===== src/design/bsc_pkg.sv =====
package bsc_pkg;

	// Operand and result widths of the shared multiply-divide unit
	localparam int XW = 24;        // raw sample / stored temperature
	localparam int YW = 32;        // coefficient term
	localparam int PW = XW + YW;   // product magnitude
	localparam int KW = 23;        // scaling divisor
	localparam int QW = 40;        // signed quotient

	localparam logic [2:0] REG_COEF_A    = 3'd0;
	localparam logic [2:0] REG_COEF_B    = 3'd1;
	localparam logic [2:0] REG_COEF_C    = 3'd2;
	localparam logic [2:0] REG_TEMP_OSR  = 3'd3;
	localparam logic [2:0] REG_PRESS_OSR = 3'd4;

	localparam logic OP_TEMP  = 1'b0;
	localparam logic OP_PRESS = 1'b1;

	localparam logic [15:0] PRESS_REF_LO = 16'(32'd101325);

	typedef struct packed {
		logic signed [XW-1:0] x;
		logic signed [YW-1:0] y;
		logic [KW-1:0]        k;
	} req_t;

	// Scaling divisor for an oversampling code
	function automatic logic [KW-1:0] scale_div(input logic [2:0] code);
		logic [KW-1:0] d;
		case (code)
			3'd0: d = KW'(524288);
			3'd1: d = KW'(1572864);
			3'd2: d = KW'(3670016);
			3'd3: d = KW'(7864320);
			3'd4: d = KW'(253952);
			3'd5: d = KW'(516096);
			3'd6: d = KW'(1040384);
			default: d = KW'(2088960);
		endcase
		return d;
	endfunction

endpackage


===== src/design/bsc_muldiv.sv =====
module bsc_muldiv import bsc_pkg::*; (
	input  logic                 clk,
	input  logic                 arst_n,
	input  logic                 start,
	input  req_t                 req,
	output logic                 done,
	output logic signed [QW-1:0] q
);

	localparam logic [1:0] U_IDLE = 2'd0;
	localparam logic [1:0] U_MUL  = 2'd1;
	localparam logic [1:0] U_DIV  = 2'd2;
	localparam logic [1:0] U_FIX  = 2'd3;

	logic [1:0]    st_q;
	logic [5:0]    cnt_q;
	logic [XW-1:0] ax_q;
	logic [YW-1:0] ay_q;
	logic [KW-1:0] k_q;
	logic [KW-1:0] rem_q;
	logic [PW-1:0] prod_q;
	logic          neg_q;
	logic          done_q;
	logic signed [QW-1:0] q_q;

	logic [KW:0]   rem_sh;
	logic          div_ge;
	logic [KW:0]   rem_sub;

	always_comb begin
		rem_sh  = {rem_q, prod_q[PW-1]};
		div_ge  = (rem_sh >= {1'b0, k_q});
		rem_sub = rem_sh - {1'b0, k_q};
	end

	always_ff @(posedge clk or negedge arst_n) begin
		if (!arst_n) begin
			st_q   <= U_IDLE;
			done_q <= 1'b0;
			cnt_q  <= '0;
			ax_q   <= '0;
			ay_q   <= '0;
			k_q    <= '0;
			rem_q  <= '0;
			prod_q <= '0;
			neg_q  <= 1'b0;
			q_q    <= '0;
		end else begin
			done_q <= 1'b0;
			case (st_q)
				U_IDLE: begin
					if (start) begin
						// take magnitudes, keep the result sign aside
						ax_q   <= req.x[XW-1] ? (~req.x + 1'b1) : req.x;
						ay_q   <= req.y[YW-1] ? (~req.y + 1'b1) : req.y;
						k_q    <= req.k;
						neg_q  <= req.x[XW-1] ^ req.y[YW-1];
						prod_q <= '0;
						cnt_q  <= 6'(XW - 1);
						st_q   <= U_MUL;
					end
				end
				U_MUL: begin
					prod_q <= {prod_q[PW-2:0], 1'b0} +
						(ax_q[XW-1] ? {{XW{1'b0}}, ay_q} : '0);
					ax_q <= {ax_q[XW-2:0], 1'b0};
					if (cnt_q == '0) begin
						cnt_q <= 6'(PW - 1);
						rem_q <= '0;
						st_q  <= U_DIV;
					end else begin
						cnt_q <= cnt_q - 1'b1;
					end
				end
				U_DIV: begin
					// restoring division, one quotient bit a cycle
					rem_q  <= div_ge ? rem_sub[KW-1:0] : rem_sh[KW-1:0];
					prod_q <= {prod_q[PW-2:0], div_ge};
					if (cnt_q == '0) begin
						st_q <= U_FIX;
					end else begin
						cnt_q <= cnt_q - 1'b1;
					end
				end
				default: begin
					q_q    <= neg_q ? -$signed(prod_q[QW-1:0]) : $signed(prod_q[QW-1:0]);
					done_q <= 1'b1;
					st_q   <= U_IDLE;
				end
			endcase
		end
	end

	assign done = done_q;
	assign q    = q_q;

endmodule


===== src/design/baro_sensor_compensation_core.sv =====
// Barometric sensor compensation core.
//
// Input stream (s_*): one raw converter reading per item. s_tuser carries
// the kind (0 temperature, 1 pressure), s_tdata the signed 24-bit reading.
// Output stream (m_*): exactly one result per item. m_tuser repeats the
// kind, m_tdata holds the signed 16-bit result: tenths of a degree, or the
// pressure offset from 101325 Pa, wrapping at 16 bits.
// Config channel (cfg_*): always ready; index 0..2 load the calibration
// words, 3 and 4 the oversampling codes, other indexes are dropped.
// Every product and scaled quotient runs through one shared shift-add
// multiplier and restoring divider, one bit a cycle. A temperature item
// needs one term, a pressure item six chained terms. The input is
// accepted only while the sequencer is idle, one item at a time: the next
// item can be taken the cycle after the result is loaded.
// Reset clears the calibration registers, the stored temperature and all
// control state. A stalled receiver holds the result in the output
// register; the next item is still accepted and finishes into that
// register once the receiver takes the earlier result.
module baro_sensor_compensation_core import bsc_pkg::*; (
	input  logic        clk,
	input  logic        arst_n,
	input  logic        s_tvalid,
	output logic        s_tready,
	input  logic [23:0] s_tdata,   // [23:0] raw_sample
	input  logic        s_tuser,   // [0] opcode
	output logic        m_tvalid,
	input  logic        m_tready,
	output logic [15:0] m_tdata,   // [15:0] value
	output logic        m_tuser,   // [0] kind
	input  logic        cfg_valid,
	output logic        cfg_ready,
	input  logic [2:0]  cfg_index,
	input  logic [47:0] cfg_data
);

	localparam logic [1:0] ST_IDLE = 2'd0;
	localparam logic [1:0] ST_RUN  = 2'd1;
	localparam logic [1:0] ST_FIN  = 2'd2;

	localparam logic [2:0] STEP_A = 3'd0;
	localparam logic [2:0] STEP_B = 3'd1;
	localparam logic [2:0] STEP_C = 3'd2;
	localparam logic [2:0] STEP_D = 3'd3;
	localparam logic [2:0] STEP_E = 3'd4;
	localparam logic [2:0] STEP_F = 3'd5;

	logic [47:0] coef_a_q, coef_b_q, coef_c_q;
	logic [2:0]  tosr_q, posr_q;
	logic signed [XW-1:0] last_temp_q;
	logic signed [XW-1:0] raw_q;
	logic        op_q;
	logic [1:0]  st_q;
	logic [2:0]  step_q;
	logic        start_q;
	logic signed [QW-1:0] prev_q, c_q;
	logic        m_tvalid_q;
	logic [15:0] m_tdata_q;
	logic        m_tuser_q;

	req_t        req;
	logic        done;
	logic signed [QW-1:0] q;
	logic [15:0] res;
	logic        fin_load;

	// Unpack the calibration coefficients
	logic signed [11:0] c0, c1;
	logic signed [19:0] c00, c10;
	logic signed [15:0] c01, c11, c20, c21, c30;
	logic signed [YW-1:0] c1_x10;

	assign c0  = coef_a_q[47:36];
	assign c1  = coef_a_q[35:24];
	assign c00 = coef_a_q[23:4];
	assign c10 = {coef_a_q[3:0], coef_b_q[47:32]};
	assign c01 = coef_b_q[31:16];
	assign c11 = coef_b_q[15:0];
	assign c20 = coef_c_q[47:32];
	assign c21 = coef_c_q[31:16];
	assign c30 = coef_c_q[15:0];
	assign c1_x10 = (YW'(c1) <<< 3) + (YW'(c1) <<< 1);

	// Operands of the current term; earlier quotients feed the nested form
	always_comb begin
		req.x = raw_q;
		req.y = YW'(c30);
		req.k = scale_div(posr_q);
		if (op_q == OP_TEMP) begin
			req.y = c1_x10;
			req.k = scale_div(tosr_q);
		end else begin
			case (step_q)
				STEP_A: req.y = YW'(c30);
				STEP_B: req.y = YW'(c20) + YW'(prev_q);
				STEP_C: req.y = YW'(c10) + YW'(prev_q);
				STEP_D: req.y = YW'(c21);
				STEP_E: req.y = YW'(c11) + YW'(prev_q);
				default: begin
					req.x = last_temp_q;
					req.y = YW'(c01) + YW'(prev_q);
					req.k = scale_div(tosr_q);
				end
			endcase
		end
	end

	bsc_muldiv u_muldiv (
		.clk    (clk),
		.arst_n (arst_n),
		.start  (start_q),
		.req    (req),
		.done   (done),
		.q      (q)
	);

	// Final sums wrap at 16 bits, so only the low bits are kept
	always_comb begin
		if (op_q == OP_TEMP) begin
			res = (16'(c0) << 2) + 16'(c0) + prev_q[15:0];
		end else begin
			res = 16'(c00) + c_q[15:0] + prev_q[15:0] - PRESS_REF_LO;
		end
	end

	// Load the finished result once the output register is free
	assign fin_load = (st_q == ST_FIN) && (!m_tvalid_q || m_tready);

	// Configuration registers
	always_ff @(posedge clk or negedge arst_n) begin
		if (!arst_n) begin
			coef_a_q <= '0;
			coef_b_q <= '0;
			coef_c_q <= '0;
			tosr_q   <= '0;
			posr_q   <= '0;
		end else if (cfg_valid) begin
			case (cfg_index)
				REG_COEF_A:    coef_a_q <= cfg_data;
				REG_COEF_B:    coef_b_q <= cfg_data;
				REG_COEF_C:    coef_c_q <= cfg_data;
				REG_TEMP_OSR:  tosr_q   <= cfg_data[2:0];
				REG_PRESS_OSR: posr_q   <= cfg_data[2:0];
				default: ;
			endcase
		end
	end

	// Sequencer
	always_ff @(posedge clk or negedge arst_n) begin
		if (!arst_n) begin
			st_q        <= ST_IDLE;
			step_q      <= STEP_A;
			start_q     <= 1'b0;
			op_q        <= OP_TEMP;
			raw_q       <= '0;
			last_temp_q <= '0;
			prev_q      <= '0;
			c_q         <= '0;
			m_tvalid_q  <= 1'b0;
			m_tdata_q   <= '0;
			m_tuser_q   <= 1'b0;
		end else begin
			if (fin_load) begin
				m_tvalid_q <= 1'b1;
			end else if (m_tvalid_q && m_tready) begin
				m_tvalid_q <= 1'b0;
			end
			case (st_q)
				ST_IDLE: begin
					if (s_tvalid) begin
						op_q    <= s_tuser;
						raw_q   <= s_tdata;
						if (s_tuser == OP_TEMP) begin
							last_temp_q <= s_tdata;
						end
						step_q  <= STEP_A;
						start_q <= 1'b1;
						st_q    <= ST_RUN;
					end
				end
				ST_RUN: begin
					if (done) begin
						prev_q <= q;
						if (step_q == STEP_C) begin
							c_q <= q;
						end
						if (op_q == OP_TEMP || step_q == STEP_F) begin
							st_q <= ST_FIN;
						end else begin
							step_q  <= step_q + 1'b1;
							start_q <= 1'b1;
						end
					end else begin
						start_q <= 1'b0;
					end
				end
				ST_FIN: begin
					// hold the result until the output register is free
					if (fin_load) begin
						m_tdata_q  <= res;
						m_tuser_q  <= op_q;
						st_q       <= ST_IDLE;
					end
				end
				default: st_q <= ST_IDLE;
			endcase
		end
	end

	assign s_tready  = (st_q == ST_IDLE);
	assign cfg_ready = 1'b1;
	assign m_tvalid  = m_tvalid_q;
	assign m_tdata   = m_tdata_q;
	assign m_tuser   = m_tuser_q;

	a_done_in_run: assert property (@(posedge clk) disable iff (!arst_n)
		done |-> st_q == ST_RUN)
		else $error("unit finished outside a run");

	a_accept_starts: assert property (@(posedge clk) disable iff (!arst_n)
		s_tvalid && s_tready |=> st_q == ST_RUN && start_q)
		else $error("accepted item did not start the unit");

	a_fin_loads: assert property (@(posedge clk) disable iff (!arst_n)
		st_q == ST_FIN && (!m_tvalid || m_tready) |=> m_tvalid && st_q == ST_IDLE)
		else $error("finished result not loaded");

	a_step_range: assert property (@(posedge clk) disable iff (!arst_n)
		step_q <= STEP_F)
		else $error("step counter out of range");

endmodule


===== config.mk =====
export PLATFORM = sky130hd
export DESIGN_NAME = baro_sensor_compensation_core
export DESIGN_NICKNAME = d
export VERILOG_FILES = /design/src/design/bsc_pkg.sv /design/src/design/bsc_muldiv.sv /design/src/design/baro_sensor_compensation_core.sv
export SDC_FILE = /design/constraint.sdc
export NUM_CORES = 1
export LEC_CHECK = 0
export BUFFER_PORTS_ARGS = -buffer_cell sky130_fd_sc_hd__buf_2
export CAP_MARGIN = 10
export CORE_MARGIN = 2
export CORE_UTILIZATION = 57
export CTS_CLUSTER_DIAMETER = 120
export CTS_CLUSTER_SIZE = 20
export DETAILED_ROUTE_END_ITERATION = 10
export GPL_TIMING_DRIVEN = 0
export PLACE_DENSITY = 0.77
export SLEW_MARGIN = 10
export SYNTH_ARGS = -nofsm -noshare
export SYNTH_HDL_FRONTEND = slang
export SYNTH_SLANG_ARGS = --single-unit

===== constraint.sdc =====
create_clock -name clk -period 4.48 [get_ports clk]
set_clock_uncertainty 0.1 [all_clocks]
set_input_delay 0.896 -clock clk [delete_from_list [all_inputs] [get_ports clk]]
set_output_delay 0.896 -clock clk [all_outputs]
set_load 0.03 [all_outputs]

; ---- After elaboration in Yosys (flattened, before gate mapping)
; Cells that the tools add are included.
[totals]
regBits = 471
input_bits = 81
out_inout_bits = 20
elab_cells = 165
[op_classes]
add_sub_neg = 17
n_lt_le_gt_ge = 1
n_eq_ne = 35
mux = 43
bitwise = 5
reduce_logical = 38
[op_table]
columns = operator, n
row1 = one-hot mux 23 bit (7 select lines), 2
row2 = one-hot mux 56 bit (3 select lines), 1
row3 = one-hot mux 32 bit (5 select lines), 1
row4 = adder 16 x 32 -> 32 bit, 3
row5 = 2-to-1 mux 24 bit, 4
row6 = 2-to-1 mux 32 bit, 3
row7 = 2-to-1 mux 23 bit, 3
row8 = adder 56 x 32 -> 56 bit, 1
row9 = 2-to-1 mux 56 bit, 1
row10 = 2-to-1 mux 55 bit, 1
row11 = adder 16 bit, 3
row12 = one-hot mux 24 bit (2 select lines), 1
row13 = one-hot mux 23 bit (2 select lines), 1
row14 = adder 20 x 32 -> 32 bit, 1
row15 = adder 32 x 1 -> 32 bit (second input constant), 1
row16 = negation 32 bit, 1
row17 = inverter 32 bit, 1
row18 = == test 3 bit (second input constant), 9
row19 = adder 24 x 1 -> 24 bit (second input constant), 1
row20 = == test 3 x 2 -> 1 bit (second input constant), 8
row21 = greater-or-equal comparator 24 x 23 -> 1 bit, 1
row22 = inverter 24 bit, 1
row23 = AND reduction 2 bit, 12
row24 = subtractor 23 bit, 1
row25 = 34 further kinds, 77

; ---- Logic depth before layout (Yosys ltp)
[logic_depth]
ltp_word = 9
depth_mapped = 24
depth_no_buf = 20

; ---- By module
; Synthesis repeated with hierarchy kept, for this count alone.
[hier_totals]
hier_cells = 3171
area_unflattened_um2 = 30225.2
[by_module_without_submodules]
columns = module, instances, cells_each, area_each_um2, seq_area_each_um2
row1 = baro_sensor_compensation_core, 1, 1566, 16174.3, 6681.4
row2 = bsc_muldiv, 1, 1605, 14051.0, 5205.0

; ---- Least setup slack after synthesis
; OpenSTA, ideal clock, no wires.
[synth_timing]
path_kind = flip-flop to flip-flop
from = register step_q[0]
to = register u_muldiv.ay_q[23]
setup_ns = 0.126
arrival_time_ns = 4.715
required_time_ns = 4.254
setup_slack_ns = -0.461
stages_incl_launch_ff = 23
path_cell_list = dfrtp_1 > inv_1 > ha_1 > and2_4 > buf_6 > or3_4 > buf_6 > clkbuf_1 > nor2_1 > a31oi_1 > ha_1 > fa_1 > a21o_1 > a22oi_1 > a21oi_1 > a221oi_1 > a21oi_1 > nand3b_1 > nor4_2 > nor4bb_1 > buf_4 > a41oi_1 > a221o_1
[synth_via]
elab_chain_cells = 6
word_cells_on_any_way = 10
classes_between = 1 x add/sub / 4 x eq/ne / 3 x mux / 1 x bitwise / 1 x reduce/logical
[synth_lines]
columns = item, line
row1 = "start, declared", baro_sensor_compensation_core.sv:53  ; logic [2:0] step_q;
row2 = "start signal, assigned", baro_sensor_compensation_core.sv:190  ; step_q <= step_q + 1'b1;
row3 = "== test 3 bit, or another cell as far along", baro_sensor_compensation_core.sv:92  ; case (step_q)
row4 = one-hot mux 32 bit (5 select lines) (*), baro_sensor_compensation_core.sv:92
row5 = 2-to-1 mux 55 bit (*), baro_sensor_compensation_core.sv:88  ; if (op_q == OP_TEMP) begin
row6 = inverter 32 bit, bsc_muldiv.sv:55  ; ay_q <= req.y[YW-1] ? (~req.y + 1'b1) : req.y;
row7 = adder 32 x 1 -> 32 bit, bsc_muldiv.sv:55
row8 = 2-to-1 mux 32 bit (*), bsc_muldiv.sv:55
row9 = "end signal, assigned", bsc_muldiv.sv:55
row10 = "end, declared", bsc_muldiv.sv:18  ; logic [YW-1:0] ay_q;
; Mark *: on every way between the ends. The rest lies on a longest branch, timed or not.
; A chain may end at the register's enable or synchronous reset.

; ---- Worst setup path in the final report
[layout_timing]
from = register step_q[0]
to = register u_muldiv.ay_q[26]
; The elaborated chain is that of the path after synthesis.

==> impl_metrics.csv <==
group,metric,value,unit
timing,finalSetupViolCount,32,
worst_setup_path,path_cells,"ha_2 > and2b_2 > or3_4 > buf_6 > buf_8 > buf_4 > nor2_2 > a31oi_1 > ha_2 > nand4_1 > nor3_4 > o211a_1 > buf_6 > nor2_4 > o2111a_2 > or2_4 > o211a_1 > buf_6 > buf_6 > buf_16 > a31oi_1 > xnor2_1 > o21ai_1",
routing,wl,82200,um
die,start_util,0.575,
cells_and_area,layout-drive-gt1-share,0.187,
yosys,synth_top_area_frac,0.403,
cells_and_area,nNetsFinal,3418,
global_routing,antenna_found_initial,1,
die,io_pins,101,
yosys,syn_nets,3211,
clock_tree,cts.sinks,450,
worst_setup_path,cp_max_fo,7,
cells_and_area,final_util,0.646,
routing,highest_layer,"met5",
cells_and_area,instances_no_fill,3786,
worst_setup_path,worstSetupEndpointType,"flip-flop",
pwr,p_switching,13.3,mW
timing,slew_violations,0,
pwr,switching_share,0.489,
timing,tightest_slew,1.12,ns
global_routing,grt_pass1_vias,23499,
routing,wire_per_inst,21.7,um
timing,setup_slack,-0.620,ns
worst_setup_path,crit_top_cell,"buf_6",
clock_tree,cts_tree,"yes",
worst_setup_path,critical_path.max_stage_delay,0.45,ns
yosys,synthTopCellsByArea,"dfrtp_1, mux2_2, ha_1, nand2_1, o21ai_0",
worst_setup_path,startpoint_type,"flip-flop",
pwr,clkPwrFrac,0.089,
place,dp_cells,3681,
clock_tree,clock_latency,0.63,ns
die,dieArea,50800,um^2
clock_tree,htree_levels,1,
timing,fmax,196,MHz
timing,fin_crit,5.10,ns
pwr,power,27.1,mW
place,gp_congestion,0.972,
worst_setup_path,slowest_stage,"ha_2",
routing,drt_iter0_drc,2349,
pwr,p_leak,14.0,nW
timing,grt_setup_unrepaired,"true",
yosys,async_flop_share,1.00,
routing,dr_total_vias,24067,
yosys,synth-seq-cells,450,
die,rows,81,
global_routing,grt_pass1_wl,128000,um
yosys,synthDistinctLibCells,97,
run_status,violations,"setup timing",
yosys,synth-edff-count,0,
routing,wl_met2,38300,um
yosys,synth.avg_cell_area,9.46,um^2
yosys,synth_warnings,0,
routing,met3_length,6190,um
clock_tree,cts_buffers,26,
die,core,48600,um^2
die,die_y,225,um
place,port_buffers,99,
routing,drc,0,
yosys,ys.flop_type,"dfrtp_1",
global_routing,track_usage,0.320,
routing,final_antenna_net_count,0,
global_routing,overflow,0,
global_routing,grt_start_max_net_pins,118,
timing,maxSlewHeadroom,0.248,
routing,dr.pass1.iters,6,
worst_setup_path,cp.required,4.87,ns
cells_and_area,area_growth,12.5,%
worst_hold_path,hold_class,"reg -> reg",
pwr,cellPowerDensity,863,nW/um^2
cells_and_area,nFillCells,3916,
timing,min_period_over_period,1.14,
run_status,status,"finished, violations left",
place,dp_hpwl,61500,um
clock_tree,clkSlewWorstSetupHoldPaths,0.10,ns
yosys,synth_area,28000,um^2
pwr,intPower,13.9,mW
worst_setup_path,critPathArrivalTime,5.49,ns
routing,wirelength_met1,34400,um
timing,hold_viol,0,
routing,via_per_inst,6.36,
pwr,vdd_drop_max,414,uV
yosys,yosys.area.top_type,"dfrtp_1",
clock_tree,root_buffer,"clkbuf_16",
pwr,seqPwrFrac,0.249,
clock_tree,clockBufferDepth,3,
yosys,synthCells,2955,
yosys,ys_seq_area_frac,0.403,
job,drv_cap,0,
worst_setup_path,worstSetupPathType,"reg -> reg",
pwr,comb_power_share,0.661,
die,fp.dieW,225,um
## placed cells by master, fill, tap and decap left out, types with 12 or more instances in the layout
master and instances:
buf_4 69, o21ai_0 203, ha_1 141, nor4_1 13, a211oi_1 14, xor2_1 96, fa_1 20, nand4_1 23
xnor2_1 70, buf_6 17, and2_1 45, buf_2 105, a21o_1 34, nor2b_1 27, inv_1 93, a31oi_1 44
a22o_1 22, mux2_2 205, a22oi_1 51, mux2i_1 44, clkbuf_1 104, o21a_1 14, buf_1 12, and3_1 20
clkbuf_16 28, dfrtp_1 448, o211ai_1 17, o31ai_1 16, nor2_2 13, a21oi_2 21, nor3_1 41, nor2_1 203
a21oi_1 177, o21ai_1 34, nand2_1 344, nand3_1 38, nand2b_1 21
## synth_stat cells, drive strengths merged (23+ instances only)
cell,count
a21oi,200
nand3,43
a22oi,52
xnor2,74
a31oi,55
buf,32
nand4,23
mux2,207
nor2,221
nor3,44
xor2,98
o21ai,244
mux2i,44
a21o,34
dfrtp,450
nand2,344
clkbuf,117
ha,154
nor2b,29
inv,95
and2,46
## routing by layer
layer	global-route usage	vias up
li1	-	10991
met1	0.430	11868
met2	0.521	984
met3	0.0551	222
met4	0.118	2
met5	0	-
## logic make-up after synthesis
logic type	synth area share
AOI/OAI and AO/OA	0.180
xor gates and xnor gates	0.0542
adders and majority gates	0.0840
buffers and inverters	0.0355
DFF	0.403
muxes	0.0991
other	0.000134
and+or+nand+nor	0.144
## power groups by stage
| stage | sequential [mW] | combinational, mW | clock [mW] |
|---|---|---|---|
| 3_3_place_gp | 6.71 | 15.1 | 0 |
| 2_1_floorplan | 6.37 | 11.6 | 0 |
| 5_1_grt | 6.90 | 19.5 | 2.59 |
| 4_1_cts | 6.70 | 16.9 | 2.45 |
| 3_5_place_dp | 6.77 | 15.5 | 0 |
| 6_report | 6.77 | 18.0 | 2.42 |
## path summary, 6_finish.rpt
path | cells past startpoint | slack (ns) | startpoint | endpoint
max | 23 | -0.62 | step_q[0]$_DFFE_PN0P_ | u_muldiv.ay_q[26]$_DFFE_PN0P_
min | 2 | 0.38 | u_muldiv.q[18]$_DFFE_PN0P_ | prev_q[18]$_DFFE_PN0P_
max reg2reg | 23 | -0.62 | step_q[0]$_DFFE_PN0P_ | u_muldiv.ay_q[26]$_DFFE_PN0P_
min reg2reg | 2 | 0.38 | u_muldiv.q[18]$_DFFE_PN0P_ | prev_q[18]$_DFFE_PN0P_
max in group asynchronous | 4 | 2.39 | arst_n | last_temp_q[16]$_DFFE_PN0P_
min in group asynchronous | 2 | 0.60 | arst_n | m_tdata[9]$_DFFE_PN0P_
## critical path: cells and delay by family (launching register included)
kind	cells	cell delay, ns
and+or+nand+nor	7	1.47
AOI/OAI and AO/OA	6	1.20
buffers and inverters	7	0.93
adders and majority gates	2	0.65
DFF	1	0.43
xor gates and xnor gates	1	0.19
## registers in the layout, summed over array words and instances (netlist names), 2 cells and up
signal and count:
posr_q 3, c_q 16, u_muldiv.cnt_q 6, u_muldiv.ay_q 32, last_temp_q 24, step_q 3
u_muldiv.st_q 2, u_muldiv.ax_q 24, prev_q 32, tosr_q 3, coef_a_q 44, m_tdata 16
u_muldiv.k_q 6, u_muldiv.rem_q 23, u_muldiv.prod_q 56, coef_c_q 48, coef_b_q 48, raw_q 24
st_q 2, u_muldiv.q 32
## timing repair
item / CTS / global route
hold endpoints to repair: 10 / 0
pin swaps: 50 / 30
gates resized for setup: 106 / 70
setup endpoints to repair: 65 / 51
hold buffers: 1 / 0
cloned: 2 / 0
buffers inserted: 56 / 21
## final cells by class
type / instances / area, um^2 / area share
buffer: 144 / 706 / 0.0224
multi-input combinational: 2260 / 16300 / 0.520
timing repair buffer: 184 / 1310 / 0.0416
tap: 622 / 778 / 0.0247
inverter: 96 / 360 / 0.0115
sequential: 450 / 11300 / 0.358
clock buffer: 26 / 651 / 0.0207
clock inverter: 3 / 30.0 / 0.000955
antenna: 1 / 2.50 / 0.0000796
## per-stage QoR
stage | TNS, ns | area, um^2 | setup WS (ns) | hold WS, ns
floorplan | -1.55 | 28100 | -0.168 | 0.335
global placement | -2863.37 | 29400 | -6.32 | 0.362
detailed placement | -44.40 | 29500 | -1.27 | 0.364
CTS | -14.06 | 31000 | -0.564 | 0.373
global route | -19.38 | 31400 | -0.768 | 0.416
finish | -14.18 | 31400 | -0.620 | 0.382
Note: power is estimated with default switching activity, not from simulation.
